## src/rtl/tta_pkg.sv

```systemverilog
// Shared constants and types for the transpose address generator.
`default_nettype none
package tta_pkg;

   // Fixed register-map geometry
   localparam int NUM_AXES   = 4;
   localparam int RANK_W     = 3;
   localparam int PERM_W     = 2;
   localparam int ORDER_W    = 8;
   localparam int SIZE_W     = 16;
   localparam int CSR_IDX_W  = 3;
   localparam int CSR_DATA_W = 16;

   // Parameter defaults
   localparam int DEF_MAX_RANK  = 4;
   localparam int DEF_DIM_BITS  = 16;
   localparam int DEF_ADDR_BITS = 32;

   // Register reset values
   localparam logic [RANK_W-1:0]  RANK_RESET  = 3'd1;
   localparam logic [ORDER_W-1:0] ORDER_RESET = 8'hE4;

   // Register indexes
   localparam logic [CSR_IDX_W-1:0] CSR_RANK       = 3'd0;
   localparam logic [CSR_IDX_W-1:0] CSR_AXIS0_SIZE = 3'd1;
   localparam logic [CSR_IDX_W-1:0] CSR_AXIS1_SIZE = 3'd2;
   localparam logic [CSR_IDX_W-1:0] CSR_AXIS2_SIZE = 3'd3;
   localparam logic [CSR_IDX_W-1:0] CSR_AXIS3_SIZE = 3'd4;
   localparam logic [CSR_IDX_W-1:0] CSR_AXIS_ORDER = 3'd5;

   // Derived configuration status, derive unit to walk
   typedef struct packed {
      logic              busy;
      logic              cfg_err;
      logic              empty;
      logic              order_keep;
      logic [RANK_W-1:0] rank;
   } tta_status_type;

endpackage
`default_nettype wire

```

## src/rtl/tta_derive.sv

```systemverilog
// Configuration registers and serial derivation of strides, overflow and offset terms.
`default_nettype none
module tta_derive #(
   parameter int MAX_RANK  = tta_pkg::DEF_MAX_RANK,
   parameter int DIM_BITS  = tta_pkg::DEF_DIM_BITS,
   parameter int ADDR_BITS = tta_pkg::DEF_ADDR_BITS
) (
   input  wire logic                                clock,
   input  wire logic                                reset,
   input  wire logic                                csr_we,
   input  wire logic [tta_pkg::CSR_IDX_W-1:0]       csr_index,
   input  wire logic [tta_pkg::CSR_DATA_W-1:0]      csr_wdata,
   input  wire logic [DIM_BITS-1:0]                 coord [MAX_RANK],
   output tta_pkg::tta_status_type                  status,
   output logic [DIM_BITS-1:0]                      out_dim [MAX_RANK],
   output logic [ADDR_BITS-1:0]                     src_stride [MAX_RANK],
   output logic                                     prod_we,
   output logic [$clog2(MAX_RANK)-1:0]              prod_idx,
   output logic [ADDR_BITS-1:0]                     prod_data
);
   import tta_pkg::*;

   localparam int MW    = ADDR_BITS + DIM_BITS;
   localparam int CNT_W = $clog2(DIM_BITS);
   localparam int K_W   = $clog2(MAX_RANK);
   localparam int AX_W  = $clog2(NUM_AXES);
   localparam logic [RANK_W-1:0] RANK_LIM =
      RANK_W'((MAX_RANK < NUM_AXES) ? MAX_RANK : NUM_AXES);
   localparam logic [MW-1:0] ADDR_POW = MW'(1) << ADDR_BITS;

   typedef enum logic [2:0] {
      S_IDLE, S_START, S_SLOAD, S_SMUL, S_PLOAD, S_PMUL
   } state_type;

   state_type             state_ff;
   logic [RANK_W-1:0]     rank_ff;
   logic [DIM_BITS-1:0]   size_ff [NUM_AXES];
   logic [ORDER_W-1:0]    order_ff;
   logic [ADDR_BITS-1:0]  in_stride_ff [NUM_AXES];
   logic [AX_W-1:0]       ax_ff;
   logic [K_W-1:0]        k_ff;
   logic [CNT_W-1:0]      cnt_ff;
   logic [MW-1:0]         mcand_ff;
   logic [DIM_BITS-1:0]   mplier_ff;
   logic [MW-1:0]         acc_ff;
   logic                  ge_ff;
   logic                  ovf_ff;
   logic                  prod_we_ff;
   logic [K_W-1:0]        prod_idx_ff;
   logic [ADDR_BITS-1:0]  prod_data_ff;

   logic [PERM_W-1:0]     perm [NUM_AXES];
   logic                  rank_ok;
   logic                  perm_ok;
   logic                  empty;
   logic                  order_keep;
   logic [MW-1:0]         acc_in;
   logic                  last_bit;
   logic [DIM_BITS-1:0]   size_in;

   assign size_in = DIM_BITS'(csr_wdata[SIZE_W-1:0]);

   // Register file
   always_ff @(posedge clock) begin
      if (reset) begin
         rank_ff  <= RANK_RESET;
         order_ff <= ORDER_RESET;
         for (int i = 0; i < NUM_AXES; i++) begin
            size_ff[i] <= DIM_BITS'(1);
         end
      end else if (csr_we) begin
         case (csr_index)
            CSR_RANK:       rank_ff    <= csr_wdata[RANK_W-1:0];
            CSR_AXIS0_SIZE: size_ff[0] <= size_in;
            CSR_AXIS1_SIZE: size_ff[1] <= size_in;
            CSR_AXIS2_SIZE: size_ff[2] <= size_in;
            CSR_AXIS3_SIZE: size_ff[3] <= size_in;
            CSR_AXIS_ORDER: order_ff   <= csr_wdata[ORDER_W-1:0];
            default: ;
         endcase
      end
   end

   // Permutation, empty-tensor and order-preserving checks
   always_comb begin
      for (int i = 0; i < NUM_AXES; i++) begin
         perm[i] = order_ff[PERM_W*i +: PERM_W];
      end
      rank_ok = (rank_ff != '0) && (rank_ff <= RANK_LIM);
      perm_ok = rank_ok;
      empty   = 1'b0;
      for (int i = 0; i < NUM_AXES; i++) begin
         if (RANK_W'(i) < rank_ff) begin
            if (RANK_W'(perm[i]) >= rank_ff) perm_ok = 1'b0;
            for (int m = 0; m < i; m++) begin
               if (perm[m] == perm[i]) perm_ok = 1'b0;
            end
            if (size_ff[i] == '0) empty = 1'b1;
         end
      end
      empty = empty && perm_ok;
      // non-singleton axes must appear in source order
      order_keep = perm_ok;
      for (int i = 0; i < NUM_AXES; i++) begin
         for (int j = i + 1; j < NUM_AXES; j++) begin
            if ((RANK_W'(j) < rank_ff) && (size_ff[perm[i]] != DIM_BITS'(1)) &&
                (size_ff[perm[j]] != DIM_BITS'(1)) && (perm[i] > perm[j])) begin
               order_keep = 1'b0;
            end
         end
      end
   end

   always_comb begin
      for (int k = 0; k < MAX_RANK; k++) begin
         out_dim[k]    = DIM_BITS'(1);
         src_stride[k] = '0;
         if ((k < NUM_AXES) && perm_ok && (RANK_W'(k) < rank_ff)) begin
            out_dim[k]    = size_ff[perm[AX_W'(k)]];
            src_stride[k] = in_stride_ff[perm[AX_W'(k)]];
         end
      end
   end

   // Shared shift-add multiplier, one multiplier bit per cycle
   assign acc_in   = acc_ff + (mplier_ff[0] ? mcand_ff : '0);
   assign last_bit = (cnt_ff == CNT_W'(DIM_BITS - 1));

   always_ff @(posedge clock) begin
      if (reset) begin
         state_ff   <= S_START;
         prod_we_ff <= 1'b0;
         ge_ff      <= 1'b0;
         ovf_ff     <= 1'b0;
      end else begin
         prod_we_ff <= 1'b0;
         if (csr_we) begin
            state_ff <= S_START;
         end else begin
            case (state_ff)
               S_IDLE: ;
               S_START: begin
                  ovf_ff <= 1'b0;
                  ge_ff  <= 1'b0;
                  if (rank_ok) begin
                     ax_ff <= AX_W'(rank_ff - RANK_W'(1));
                     in_stride_ff[AX_W'(rank_ff - RANK_W'(1))] <= ADDR_BITS'(1);
                     state_ff <= S_SLOAD;
                  end else begin
                     k_ff     <= '0;
                     state_ff <= S_PLOAD;
                  end
               end
               S_SLOAD: begin
                  mcand_ff  <= MW'(in_stride_ff[ax_ff]);
                  mplier_ff <= size_ff[ax_ff];
                  acc_ff    <= '0;
                  cnt_ff    <= '0;
                  state_ff  <= S_SMUL;
               end
               S_SMUL: begin
                  acc_ff    <= acc_in;
                  mcand_ff  <= mcand_ff << 1;
                  mplier_ff <= mplier_ff >> 1;
                  cnt_ff    <= cnt_ff + CNT_W'(1);
                  if (last_bit) begin
                     // element count may reach 2^ADDR_BITS exactly, not beyond
                     if (ge_ff) begin
                        if (size_ff[ax_ff] > DIM_BITS'(1)) ovf_ff <= 1'b1;
                     end else if (acc_in > ADDR_POW) begin
                        ovf_ff <= 1'b1;
                     end else if (acc_in == ADDR_POW) begin
                        ge_ff <= 1'b1;
                     end
                     if (ax_ff != '0) begin
                        in_stride_ff[ax_ff - AX_W'(1)] <= acc_in[ADDR_BITS-1:0];
                        ax_ff    <= ax_ff - AX_W'(1);
                        state_ff <= S_SLOAD;
                     end else begin
                        k_ff     <= '0;
                        state_ff <= S_PLOAD;
                     end
                  end
               end
               S_PLOAD: begin
                  mcand_ff  <= MW'(src_stride[k_ff]);
                  mplier_ff <= coord[k_ff];
                  acc_ff    <= '0;
                  cnt_ff    <= '0;
                  state_ff  <= S_PMUL;
               end
               S_PMUL: begin
                  acc_ff    <= acc_in;
                  mcand_ff  <= mcand_ff << 1;
                  mplier_ff <= mplier_ff >> 1;
                  cnt_ff    <= cnt_ff + CNT_W'(1);
                  if (last_bit) begin
                     prod_we_ff   <= 1'b1;
                     prod_idx_ff  <= k_ff;
                     prod_data_ff <= acc_in[ADDR_BITS-1:0];
                     if (k_ff == K_W'(MAX_RANK - 1)) begin
                        state_ff <= S_IDLE;
                     end else begin
                        k_ff     <= k_ff + K_W'(1);
                        state_ff <= S_PLOAD;
                     end
                  end
               end
               default: state_ff <= S_IDLE;
            endcase
         end
      end
   end

   assign prod_we   = prod_we_ff;
   assign prod_idx  = prod_idx_ff;
   assign prod_data = prod_data_ff;

   assign status.busy       = (state_ff != S_IDLE) || prod_we_ff;
   assign status.cfg_err    = !perm_ok || (ovf_ff && !empty);
   assign status.empty      = empty;
   assign status.order_keep = order_keep;
   assign status.rank       = rank_ff;

endmodule
`default_nettype wire

```

## src/rtl/tta_walk.sv

```systemverilog
// Output-coordinate odometer with incremental source offset and destination index.
`default_nettype none
module tta_walk #(
   parameter int MAX_RANK  = tta_pkg::DEF_MAX_RANK,
   parameter int DIM_BITS  = tta_pkg::DEF_DIM_BITS,
   parameter int ADDR_BITS = tta_pkg::DEF_ADDR_BITS
) (
   input  wire logic                       clock,
   input  wire logic                       reset,
   input  wire logic                       step,
   input  wire logic                       restart,
   input  tta_pkg::tta_status_type         status,
   input  wire logic [DIM_BITS-1:0]        out_dim [MAX_RANK],
   input  wire logic [ADDR_BITS-1:0]       src_stride [MAX_RANK],
   input  wire logic                       prod_we,
   input  wire logic [$clog2(MAX_RANK)-1:0] prod_idx,
   input  wire logic [ADDR_BITS-1:0]       prod_data,
   output logic [DIM_BITS-1:0]             coord [MAX_RANK],
   output logic                            res_valid_res,
   output logic [ADDR_BITS-1:0]            res_dest_index,
   output logic [ADDR_BITS-1:0]            res_source_offset,
   output logic                            res_last
);
   import tta_pkg::*;

   logic [DIM_BITS-1:0]  coord_ff [MAX_RANK];
   logic [ADDR_BITS-1:0] prod_ff [MAX_RANK];   // coord times stride, per axis
   logic [ADDR_BITS-1:0] offset_ff;
   logic [ADDR_BITS-1:0] dest_ff;
   logic                 exh_ff;

   logic                 act [MAX_RANK];
   logic [DIM_BITS-1:0]  adv_coord [MAX_RANK];
   logic [ADDR_BITS-1:0] adv_prod [MAX_RANK];
   logic [DIM_BITS-1:0]  nc [MAX_RANK];
   logic [ADDR_BITS-1:0] add_term;
   logic [ADDR_BITS-1:0] sub_term;
   logic [ADDR_BITS-1:0] adv_offset;
   logic                 found;
   logic                 ok;
   logic                 produce;
   logic                 last;

   always_comb begin
      found    = 1'b0;
      add_term = '0;
      sub_term = '0;
      for (int k = MAX_RANK - 1; k >= 0; k--) begin
         act[k]       = RANK_W'(k) < status.rank;
         adv_coord[k] = coord_ff[k];
         adv_prod[k]  = prod_ff[k];
         if (act[k] && !found) begin
            if (({1'b0, coord_ff[k]} + 1'b1) < {1'b0, out_dim[k]}) begin
               adv_coord[k] = coord_ff[k] + DIM_BITS'(1);
               adv_prod[k]  = prod_ff[k] + src_stride[k];
               add_term     = src_stride[k];
               found        = 1'b1;
            end else begin
               adv_coord[k] = '0;
               adv_prod[k]  = '0;
               sub_term     = sub_term + prod_ff[k];
            end
         end
      end
      adv_offset = offset_ff + add_term - sub_term;

      last = 1'b1;
      for (int k = 0; k < MAX_RANK; k++) begin
         nc[k] = restart ? '0 : adv_coord[k];
         if (act[k] && (({1'b0, nc[k]} + 1'b1) < {1'b0, out_dim[k]})) last = 1'b0;
      end

      ok      = !status.cfg_err && !status.empty;
      produce = ok && (restart || !exh_ff);
   end

   assign res_valid_res     = produce;
   assign res_dest_index    = (produce && !restart) ? dest_ff + ADDR_BITS'(1) : '0;
   assign res_source_offset = (produce && !restart) ? adv_offset : '0;
   assign res_last          = produce && last;

   always_ff @(posedge clock) begin
      if (reset) begin
         offset_ff <= '0;
         dest_ff   <= '0;
         exh_ff    <= 1'b1;
         for (int k = 0; k < MAX_RANK; k++) begin
            coord_ff[k] <= '0;
            prod_ff[k]  <= '0;
         end
      end else if (prod_we) begin
         prod_ff[prod_idx] <= prod_data;
      end else if (step) begin
         if (produce) begin
            for (int k = 0; k < MAX_RANK; k++) begin
               coord_ff[k] <= nc[k];
               prod_ff[k]  <= restart ? '0 : adv_prod[k];
            end
            offset_ff <= restart ? '0 : adv_offset;
            dest_ff   <= restart ? '0 : dest_ff + ADDR_BITS'(1);
            exh_ff    <= last;
         end else if (restart || !exh_ff) begin
            exh_ff <= 1'b1;
         end
      end
   end

   assign coord = coord_ff;

endmodule
`default_nettype wire

```

## src/rtl/tta_rspbuf.sv

```systemverilog
// Two-entry result buffer: output register plus skid register.
`default_nettype none
module tta_rspbuf #(
   parameter int WIDTH = 68
) (
   input  wire logic             clock,
   input  wire logic             reset,
   input  wire logic             in_valid,
   output logic                  in_ready,
   input  wire logic [WIDTH-1:0] in_data,
   output logic                  out_valid,
   input  wire logic             out_ready,
   output logic [WIDTH-1:0]      out_data
);

   logic             out_valid_ff;
   logic [WIDTH-1:0] out_data_ff;
   logic             skid_valid_ff;
   logic [WIDTH-1:0] skid_data_ff;

   always_ff @(posedge clock) begin
      if (reset) begin
         out_valid_ff  <= 1'b0;
         skid_valid_ff <= 1'b0;
      end else if (!out_valid_ff || out_ready) begin
         if (skid_valid_ff) begin
            out_valid_ff  <= 1'b1;
            out_data_ff   <= skid_data_ff;
            skid_valid_ff <= 1'b0;
         end else begin
            out_valid_ff <= in_valid;
            if (in_valid) out_data_ff <= in_data;
         end
      end else if (in_valid) begin
         skid_valid_ff <= 1'b1;
         skid_data_ff  <= in_data;
      end
   end

   assign in_ready  = !skid_valid_ff;
   assign out_valid = out_valid_ff;
   assign out_data  = out_data_ff;

endmodule
`default_nettype wire

```

## src/rtl/tensor_transpose_address_generator.sv

```systemverilog
// Top level of the N-dimensional transpose read-address generator.
`default_nettype none
// Walks the transposed tensor in row-major order and, per request transfer,
// returns the destination linear index and the source row-major offset of
// the element to read, with a last flag and the order-preserving and
// configuration-error flags. A request with req_restart high starts again
// at element 0; otherwise it advances one element. Throughput is one
// request per clock while req_ready is high. A result is registered in the
// result buffer's output register, or in its skid register while rsp_ready
// stalls the output; the two-entry result buffer lets a request transfer
// while an earlier result still waits. After reset and after every csr
// write the derive unit recomputes strides, the element-count overflow
// check and the per-axis offset terms on a shared shift-add multiplier,
// one multiplier bit per cycle; req_ready stays low for that pass.
// Configuration must be changed by the user only while no result is
// outstanding; the block itself does not enforce this.
module tensor_transpose_address_generator #(
   parameter int MAX_RANK  = tta_pkg::DEF_MAX_RANK,
   parameter int DIM_BITS  = tta_pkg::DEF_DIM_BITS,
   parameter int ADDR_BITS = tta_pkg::DEF_ADDR_BITS
) (
   input  wire logic                           clock,
   input  wire logic                           reset,
   // request channel
   input  wire logic                           req_valid,
   output logic                                req_ready,
   input  wire logic                           req_restart,
   // result channel
   output logic                                rsp_valid,
   input  wire logic                           rsp_ready,
   output logic                                rsp_valid_res,
   output logic [ADDR_BITS-1:0]                rsp_dest_index,
   output logic [ADDR_BITS-1:0]                rsp_source_offset,
   output logic                                rsp_last,
   output logic                                rsp_order_preserving,
   output logic                                rsp_config_error,
   // configuration writes
   input  wire logic                           csr_we,
   input  wire logic [tta_pkg::CSR_IDX_W-1:0]  csr_index,
   input  wire logic [tta_pkg::CSR_DATA_W-1:0] csr_wdata
);
   import tta_pkg::*;

   localparam int K_W    = $clog2(MAX_RANK);
   localparam int RESP_W = 4 + 2 * ADDR_BITS;

   tta_status_type       status;
   logic [DIM_BITS-1:0]  out_dim [MAX_RANK];
   logic [ADDR_BITS-1:0] src_stride [MAX_RANK];
   logic [DIM_BITS-1:0]  coord [MAX_RANK];
   logic                 prod_we;
   logic [K_W-1:0]       prod_idx;
   logic [ADDR_BITS-1:0] prod_data;

   logic                 step;
   logic                 buf_ready;
   logic                 res_valid_res;
   logic [ADDR_BITS-1:0] res_dest_index;
   logic [ADDR_BITS-1:0] res_source_offset;
   logic                 res_last;
   logic [RESP_W-1:0]    res_data;
   logic [RESP_W-1:0]    rsp_data;

   // Requests stall during the derive pass or when the result buffer is full
   assign req_ready = !status.busy && buf_ready;
   assign step      = req_valid && req_ready;

   tta_derive #(
      .MAX_RANK  (MAX_RANK),
      .DIM_BITS  (DIM_BITS),
      .ADDR_BITS (ADDR_BITS)
   ) u_derive (
      .clock      (clock),
      .reset      (reset),
      .csr_we     (csr_we),
      .csr_index  (csr_index),
      .csr_wdata  (csr_wdata),
      .coord      (coord),
      .status     (status),
      .out_dim    (out_dim),
      .src_stride (src_stride),
      .prod_we    (prod_we),
      .prod_idx   (prod_idx),
      .prod_data  (prod_data)
   );

   tta_walk #(
      .MAX_RANK  (MAX_RANK),
      .DIM_BITS  (DIM_BITS),
      .ADDR_BITS (ADDR_BITS)
   ) u_walk (
      .clock             (clock),
      .reset             (reset),
      .step              (step),
      .restart           (req_restart),
      .status            (status),
      .out_dim           (out_dim),
      .src_stride        (src_stride),
      .prod_we           (prod_we),
      .prod_idx          (prod_idx),
      .prod_data         (prod_data),
      .coord             (coord),
      .res_valid_res     (res_valid_res),
      .res_dest_index    (res_dest_index),
      .res_source_offset (res_source_offset),
      .res_last          (res_last)
   );

   // Flags are sampled with the result they belong to
   assign res_data = {res_valid_res, res_dest_index, res_source_offset, res_last,
                      status.order_keep, status.cfg_err};

   tta_rspbuf #(
      .WIDTH (RESP_W)
   ) u_rspbuf (
      .clock     (clock),
      .reset     (reset),
      .in_valid  (step),
      .in_ready  (buf_ready),
      .in_data   (res_data),
      .out_valid (rsp_valid),
      .out_ready (rsp_ready),
      .out_data  (rsp_data)
   );

   assign {rsp_valid_res, rsp_dest_index, rsp_source_offset, rsp_last,
           rsp_order_preserving, rsp_config_error} = rsp_data;

endmodule
`default_nettype wire
```

## config.mk

```make
export PLATFORM = sky130hd
export DESIGN_NAME = tensor_transpose_address_generator
export DESIGN_NICKNAME = d
export VERILOG_FILES = /design/src/rtl/tta_pkg.sv /design/src/rtl/tta_derive.sv /design/src/rtl/tta_walk.sv /design/src/rtl/tta_rspbuf.sv /design/src/rtl/tensor_transpose_address_generator.sv
export SDC_FILE = /design/constraint.sdc
export NUM_CORES = 2
export LEC_CHECK = 0
export ABC_AREA = 1
export BUFFER_PORTS_ARGS = -buffer_cell sky130_fd_sc_hd__buf_2
export CAP_MARGIN = 30
export CORE_ASPECT_RATIO = 1.5
export CORE_UTILIZATION = 30
export CTS_BUF_LIST = sky130_fd_sc_hd__clkbuf_4 sky130_fd_sc_hd__clkbuf_8 sky130_fd_sc_hd__clkbuf_16
export DETAILED_ROUTE_END_ITERATION = 8
export GPL_TIMING_DRIVEN = 1
export PLACE_DENSITY = 0.4
export SLEW_MARGIN = 20
export SYNTH_ARGS = -nofsm -noshare
export SYNTH_HDL_FRONTEND = slang
export SYNTH_SLANG_ARGS = --single-unit
```

## constraint.sdc

```tcl
create_clock -name clock -period 11.65 [get_ports clock]
set_input_delay 2.33 -clock clock [delete_from_list [all_inputs] [get_ports clock]]
set_output_delay 2.33 -clock clock [all_outputs]
set_load 0.01 [all_outputs]
```

# After elaboration in Yosys (flattened, before gate mapping)

Memories as Yosys holds them, arrays and structs flattened. A register that Yosys moved wholly into a read port is not among the register bits.
Cells that the tools add are included.

$lt $le $gt $ge: 26
Equal/unequal tests: 32
Mux-type cells: 198
Bitwise logic cells: 15
Reductions and logical operators: 89
Add/sub/neg operators: 27

Operators with widths:

| operator                                              | count |
|---|---|
| 2-to-1 mux 32 bit                                     | 44 |
| 2-to-1 mux 16 bit                                     | 22 |
| adder 32 bit                                          | 8 |
| case mux 48 bit (3 select lines)                      | 1 |
| adder 16 x 1 -> 17 bit (second input constant)        | 8 |
| < comparator 17 x 16 -> 1 bit                         | 8 |
| 2-to-1 mux 68 bit                                     | 2 |
| case mux 48 bit (2 select lines)                      | 1 |
| 2-to-1 mux 1 bit                                      | 89 |
| adder 16 x 1 -> 16 bit (second input constant)        | 4 |
| binary-select mux 32 bit (select 2 bit)               | 1 |
| zero test 16 bit                                      | 4 |
| != test 16 x 1 -> 1 bit (second input constant)       | 4 |
| OR reduction 32 bit                                   | 2 |
| adder 48 bit                                          | 1 |
| == test 48 x 33 -> 1 bit (second input constant)      | 1 |
| > comparator 48 x 33 -> 1 bit (second input constant) | 1 |
| 2-to-1 mux 2 bit                                      | 24 |
| 2-to-1 mux 48 bit                                     | 1 |
| case mux 16 bit (3 select lines)                      | 1 |
| logical AND 1 bit                                     | 38 |
| adder 32 x 1 -> 32 bit (second input constant)        | 1 |
| binary-select mux 16 bit (select 2 bit)               | 1 |
| subtractor 32 bit                                     | 1 |
| other kinds (42)                                      | 119 |

Output and inout port bits: 70
RAM bits: 320
Register bits: 438
Memories kept: 3
Bits of input ports: 25

Memories:

| memory                | depth | bits a word | rd ports | clocked after Yosys merged registers in | write ports | line             | source |
|---|---|---|---|---|---|---|---|
| u_derive.in_stride_ff | 4     | 32          | 4        | 3                                       | 1           | tta_derive.sv:39 | `logic [ADDR_BITS-1:0] in_stride_ff [NUM_AXES];` |
| u_walk.prod_ff        | 4     | 32          | 4        | 0                                       | 4           | tta_walk.sv:27   | `logic [ADDR_BITS-1:0] prod_ff [MAX_RANK];` |
| u_derive.size_ff      | 4     | 16          | 10       | 5                                       | 4           | tta_derive.sv:37 | `logic [DIM_BITS-1:0] size_ff [NUM_AXES];` |

# Logic depth before layout (Yosys ltp)

Depth after elaboration: 41
Depth in mapped cells: 80
Depth with buffers taken out: 78

# Cells and area by module

A second synthesis with hierarchy kept.

Cells, all modules: 8453
Area, all modules: 61657.9 um2

Modules (own cells, without submodules):

| module                             | cells an instance | sequential area each (um2) | area each (um2) | times used |
|---|---|---|---|---|
| tta_walk                           | 4516              | 6426.2                     | 30959.7         | 1 |
| tta_derive                         | 3563              | 10930.5                    | 25642.1         | 1 |
| tta_rspbuf                         | 369               | 4124.0                     | 5032.3          | 1 |
| tensor_transpose_address_generator | 5                 | 0.0                        | 23.8            | 1 |

# Worst setup path after synthesis

No wires, ideal clock.

Path kind: register to register
Start point: register u_derive.rank_ff[1]
End point: register u_rspbuf.out_data_ff[31], in the netlist u_rspbuf.out_data[31] (data pin)
Data arrival time: 10.466 ns
Cell stages (with the launch flop): 69
Path slack: 0.917 ns
Buffers on the path: 2
Period minus slack after synthesis: 10.733 ns
Cell sequence: dfxtp_1 -> inv_2 -> ha_1 -> nand2_1 -> nand2_1 -> nand2_1 -> nand2_1 -> nor2_8 -> nand2_4 -> nor2_1 -> clkbuf_1 -> nand2_1 -> ha_1 -> nand2_1 -> nor2_1 -> nand4_1 -> nor2_1 -> nor2_4 -> [33 not listed] -> nand3_1 -> nand3_1 -> nand3_1 -> nand2_1 -> xor2_1 -> nand2_1 -> o21ai_0 -> fa_1 -> inv_1 -> ha_1 -> nand2_1 -> nor4_1 -> a221oi_1 -> o21ai_0 -> a31o_2 -> or2_2 -> nand3_1 -> o21ai_0

Cells in the longest elaborated chain, start to end: 35
Elaborated cells on any way between the ends: 93
Classes of those cells: add/sub: 5; order compare: 13; mux: 54; reduce/logical: 21

RTL lines:

| what                                                                         | line             | source |
|---|---|---|
| start, declared                                                              | tta_derive.sv:36 | `logic [RANK_W-1:0] rank_ff;` |
| start signal, assigned                                                       | tta_derive.sv:73 | `CSR_RANK: rank_ff <= csr_wdata[RANK_W-1:0];` |
| parallel branches: the longest is 32 deep, another holds <= comparator 3 bit | --               |  |
| 2-to-1 mux 32 bit *                                                          | tta_walk.sv:79   | `assign res_source_offset = (produce && !restart) ? adv_offset : '0;` |
| 2-to-1 mux 68 bit *                                                          | tta_rspbuf.sv:32 | `if (in_valid) out_data_ff <= in_data;` |
| 2-to-1 mux 68 bit *                                                          | tta_rspbuf.sv:26 | `if (skid_valid_ff) begin` |
| end signal, assigned                                                         | tta_rspbuf.sv:28 | `out_data_ff <= skid_data_ff;` |
| end signal, assigned                                                         | tta_rspbuf.sv:32 |  |
| end, declared                                                                | tta_rspbuf.sv:17 | `logic [WIDTH-1:0] out_data_ff;` |

Every way passes the cells marked *. The select of a mux whose other input is x is not followed.
A chain may end at the register's enable or synchronous reset.

# Worst setup path in the final report

Start point: register u_derive.order_ff[7]
End point: register u_rspbuf.out_data_ff[31], in the netlist u_rspbuf.out_data[31] (data pin)

Cells in the longest elaborated chain, start to end: 25
Elaborated cells on any way between the ends: 70
Classes of those cells: add/sub: 5; order compare: 5; eq/ne: 3; mux: 38; reduce/logical: 19

RTL lines:

| what                                                                  | line             | source |
|---|---|---|
| start, declared                                                       | tta_derive.sv:38 | `logic [ORDER_W-1:0] order_ff;` |
| start signal, assigned                                                | tta_derive.sv:78 | `CSR_AXIS_ORDER: order_ff <= csr_wdata[ORDER_W-1:0];` |
| greater-or-equal comparator 2 x 3 -> 1 bit                            | tta_derive.sv:94 | `if (RANK_W'(perm[i]) >= rank_ff) perm_ok = 1'b0;` |
| 2-to-1 mux 1 bit                                                      | tta_derive.sv:94 |  |
| 2-to-1 mux 1 bit (2 in series)                                        | tta_derive.sv:96 | `if (perm[m] == perm[i]) perm_ok = 1'b0;` |
| 2-to-1 mux 1 bit *                                                    | tta_derive.sv:96 |  |
| 2-to-1 mux 1 bit *                                                    | tta_derive.sv:93 | `if (RANK_W'(i) < rank_ff) begin` |
| parallel branches: the longest is 16 deep, another holds adder 32 bit | --               |  |
| 2-to-1 mux 32 bit *                                                   | tta_walk.sv:79   |  |
| 2-to-1 mux 68 bit *                                                   | tta_rspbuf.sv:32 |  |
| 2-to-1 mux 68 bit *                                                   | tta_rspbuf.sv:26 |  |

Marks and branches as above.

==> impl_metrics.ini <==
[die]
die_x_um = 367.0
rows = 200
core_um2 = 198200
start_util = 0.3025
die-area_um2 = 201700
die-height_um = 549.5
boundaryPins = 95

[final_layout]
drive_gt1_frac = 0.1091
finalInstanceArea_um2 = 69030
layout.nets = 8703
fill_cells = 21189
areaGrowthSynthToFinish_pct = 15.14

[clock_tree]
cts_sinks = 768
holdBufCountCts = 0
path_clk_slew_ps = 60
htreeDepth = 3
numCtsBuffers = 91
root_buffer = clkbuf_16
tritoncts = built
insertion_delay_ps = 730
clockBufferDepth = 3

[worst_setup_path]
arrival_ps = 11470
slowest_delay_ps = 520
path_max_fanout = 16
cpMostUsedCell = nand2_1
startpoint_type = flip-flop
critPathKind = flip-flop to flip-flop
end_kind = flip-flop
cp.required_ps = 12090
critPathSlowestCell = fa_1

[place]
hpwl_mm = 192.9
gp_congestion = 0.9767
io_buffers = 94
placed_area_um2 = 65520

[yosys]
synth_top_area_frac = 0.3055
synth_cell_types = 77
synth-edff-count = 610
synth_nets = 8432
synth.ff_latch_count = 768
async_flop_share = 0
netlist_top_cells_area = edfxtp_1 31%, ha_1 9.4%, nand2_1 8.7%, inv_1 7.1%, o21ai_0 6.2%
syn_area_um2 = 59950
yosys.area.top_type = edfxtp_1
synth-main-ff-cell = edfxtp_1
syn_inst = 7919
ys_seq_area_frac = 0.3583
synthTopCellsByCount = 1396 x nand2_1, 1140 x inv_1, 745 x o21ai_0
synth_most_common_cell = nand2_1
avgSynthCellArea_um2 = 7.571
ys_warn_count = 0

[sta]
slew_viol_final = 0
setup_violations = 0
hold_violations = 0
slew_headroom = 0.2276
tightest_slew_ps = 1146
min_period_ps = 11040
fmax_mhz = 90.58
fin_skew_ps = 37.34
fin_crit_sh = 0.9476
tns_ps = 0

[detailed_routing]
via_per_inst = 5.174
wl_per_cell_um = 22.44
drtIter0Drc = 4379
drt_pre_antenna_iters = 8
drc = 0
top_layer = met5
ant_nets = 0
vias = 56377
wl_met2_mm = 121.9
dr_wl_met3_mm = 11.40
wl_mm = 244.5
wl_met1_mm = 102.8

[global_routing]
grt_remaining_overflow = 0
grt_util_all_layers = 0.2360
antenna_found_initial = 6
grt_start_max_net_pins = 93
first_global_vias = 55693
grt_first_pass_wirelength_mm = 357.4

[power_and_ir_drop]
leakagePower_nw = 29.96
ir_drop_mv = 0.1031
powerDensity_nw_per_um2 = 135.7

[hold_path]
hold_class = flip-flop to flip-flop

[flow_run]
maxCapViolCount = 0

[run_status]
outcome = finished clean
## worst max-delay path, delay by kind of cell, from the launching register on
family	cells	cell delay (ps)
flops	1	340
simple gates	28	3120
fa+ha+maj	7	2400
buf+inv	15	1910
compound gates	16	2450
xor+xnor	3	490
## worst paths after layout
path / startpoint / to / slack [ps] / cells past startpoint
worst max-delay path: u_derive.order_ff[7] / u_rspbuf.out_data[31] / 610 / 69
worst min register to register: u_walk.dest_ff[31] / u_walk.dest_ff[31] / 490 / 2
worst max register to register: u_derive.order_ff[7] / u_rspbuf.out_data[31] / 610 / 69
worst min-delay path: u_walk.dest_ff[31] / u_walk.dest_ff[31] / 490 / 2
## report_power, final
part | internal, W | leakage, nW | switching (W)
Clock | 0.00179 | 1.56 | 0.00135
Combinational | 0.00112 | 21.2 | 0.00198
Sequential | 0.00306 | 7.19 | 0.0000664
## per-stage QoR
stage / worst slack (ps) / hold WS (ps) / total power [W] / instances / util
2_1_floorplan: 917.1 / 437.1 / 0.005034 / 7919 / -
3_3_place_gp: -178.0 / 464.1 / 0.006256 / 10712 / 0.3304
3_5_place_dp: -235.1 / 471.1 / 0.006258 / 10715 / 0.3306
4_1_cts: 26.38 / 488.0 / 0.009438 / 10885 / 0.3467
5_1_grt: -74.34 / 521.1 / 0.009900 / 10894 / 0.3483
6_report: 610.5 / 487.0 / 0.009369 / 10897 / 0.3483
## final cells by class
| type | count | area, um^2 | share of cell area |
|---|---|---|---|
| multi-input cells | 5681 | 33200 | 0.4810 |
| flip-flops and latches | 768 | 21510 | 0.3115 |
| inverters | 1163 | 4374 | 0.06337 |
| repair buffers | 485 | 3483 | 0.05046 |
| well taps | 2626 | 3286 | 0.04760 |
| clock buffers | 109 | 2460 | 0.03564 |
| clock inverters | 61 | 705.7 | 0.01022 |
| diodes | 4 | 10.01 | 0.0001450 |
## registers in the layout (all words and copies together) (netlist names), 2 cells and up, named ones only
name,cells
u_derive.mcand_ff,48
u_derive.prod_idx,2
u_derive.acc_ff,48
u_walk.coord,64
u_derive.order_ff,8
u_derive.size_ff,64
u_walk.dest_ff,32
u_derive.state_ff,3
u_derive.cnt_ff,4
u_walk.offset_ff,32
u_derive.k_ff,2
u_walk.prod_ff,128
u_derive.in_stride_ff,128
u_derive.rank_ff,3
u_derive.ax_ff,2
u_rspbuf.skid_data_ff,68
u_derive.prod_data,32
u_derive.mplier_ff,16
u_rspbuf.out_data,68
## repair_timing
item                                    4_1_cts  5_1_grt
endpoints found under the setup margin        9       41
cloned                                        0        0
setup buffers                                 0        5
pin swaps                                     0       13
gates resized for setup                      10       74
## cells in the final DEF, fill, tap and decap left out, types with 13 or more instances in the layout
cell / count
a22oi_1: 21
a21oi_2: 15
a31oi_1: 19
a221oi_1: 13
nand2_1: 1392
nand3_1: 294
inv_2: 25
clkbuf_4: 15
a21boi_0: 17
nor2_2: 22
fa_1: 39
nand2_2: 26
nor3_1: 138
a21oi_1: 680
o21bai_1: 13
clkinv_2: 18
nor4_1: 43
inv_1: 1129
o211ai_1: 72
a21o_1: 16
o221ai_1: 15
edfxtp_1: 610
xor2_1: 217
ha_1: 446
nor2_4: 24
o21ai_0: 725
nand4_1: 90
o22ai_1: 212
nor2_1: 694
buf_2: 94
a211oi_1: 69
buf_4: 380
clkbuf_16: 93
dfxtp_1: 148
o21ai_1: 47
o21a_1: 20
or2_2: 50
a32oi_1: 21
xnor2_1: 98
## routing by layer
layer,vias to the layer above,global-route usage
met2,1436,0.4256
met1,26987,0.2892
met3,349,0.02765
li1,27601,-
met4,4,0.07708
met5,-,0
## cells by family after synthesis
family / Yosys count / synth area share
adders and majority gates: 488 / 0.1067
DFF: 768 / 0.3583
xor gates and xnor gates: 315 / 0.04602
buffers and inverters: 1470 / 0.09354
AOI/OAI and AO/OA: 2051 / 0.1938
and+or+nand+nor: 2827 / 0.2017
Power figures use the tool's default switching activity.
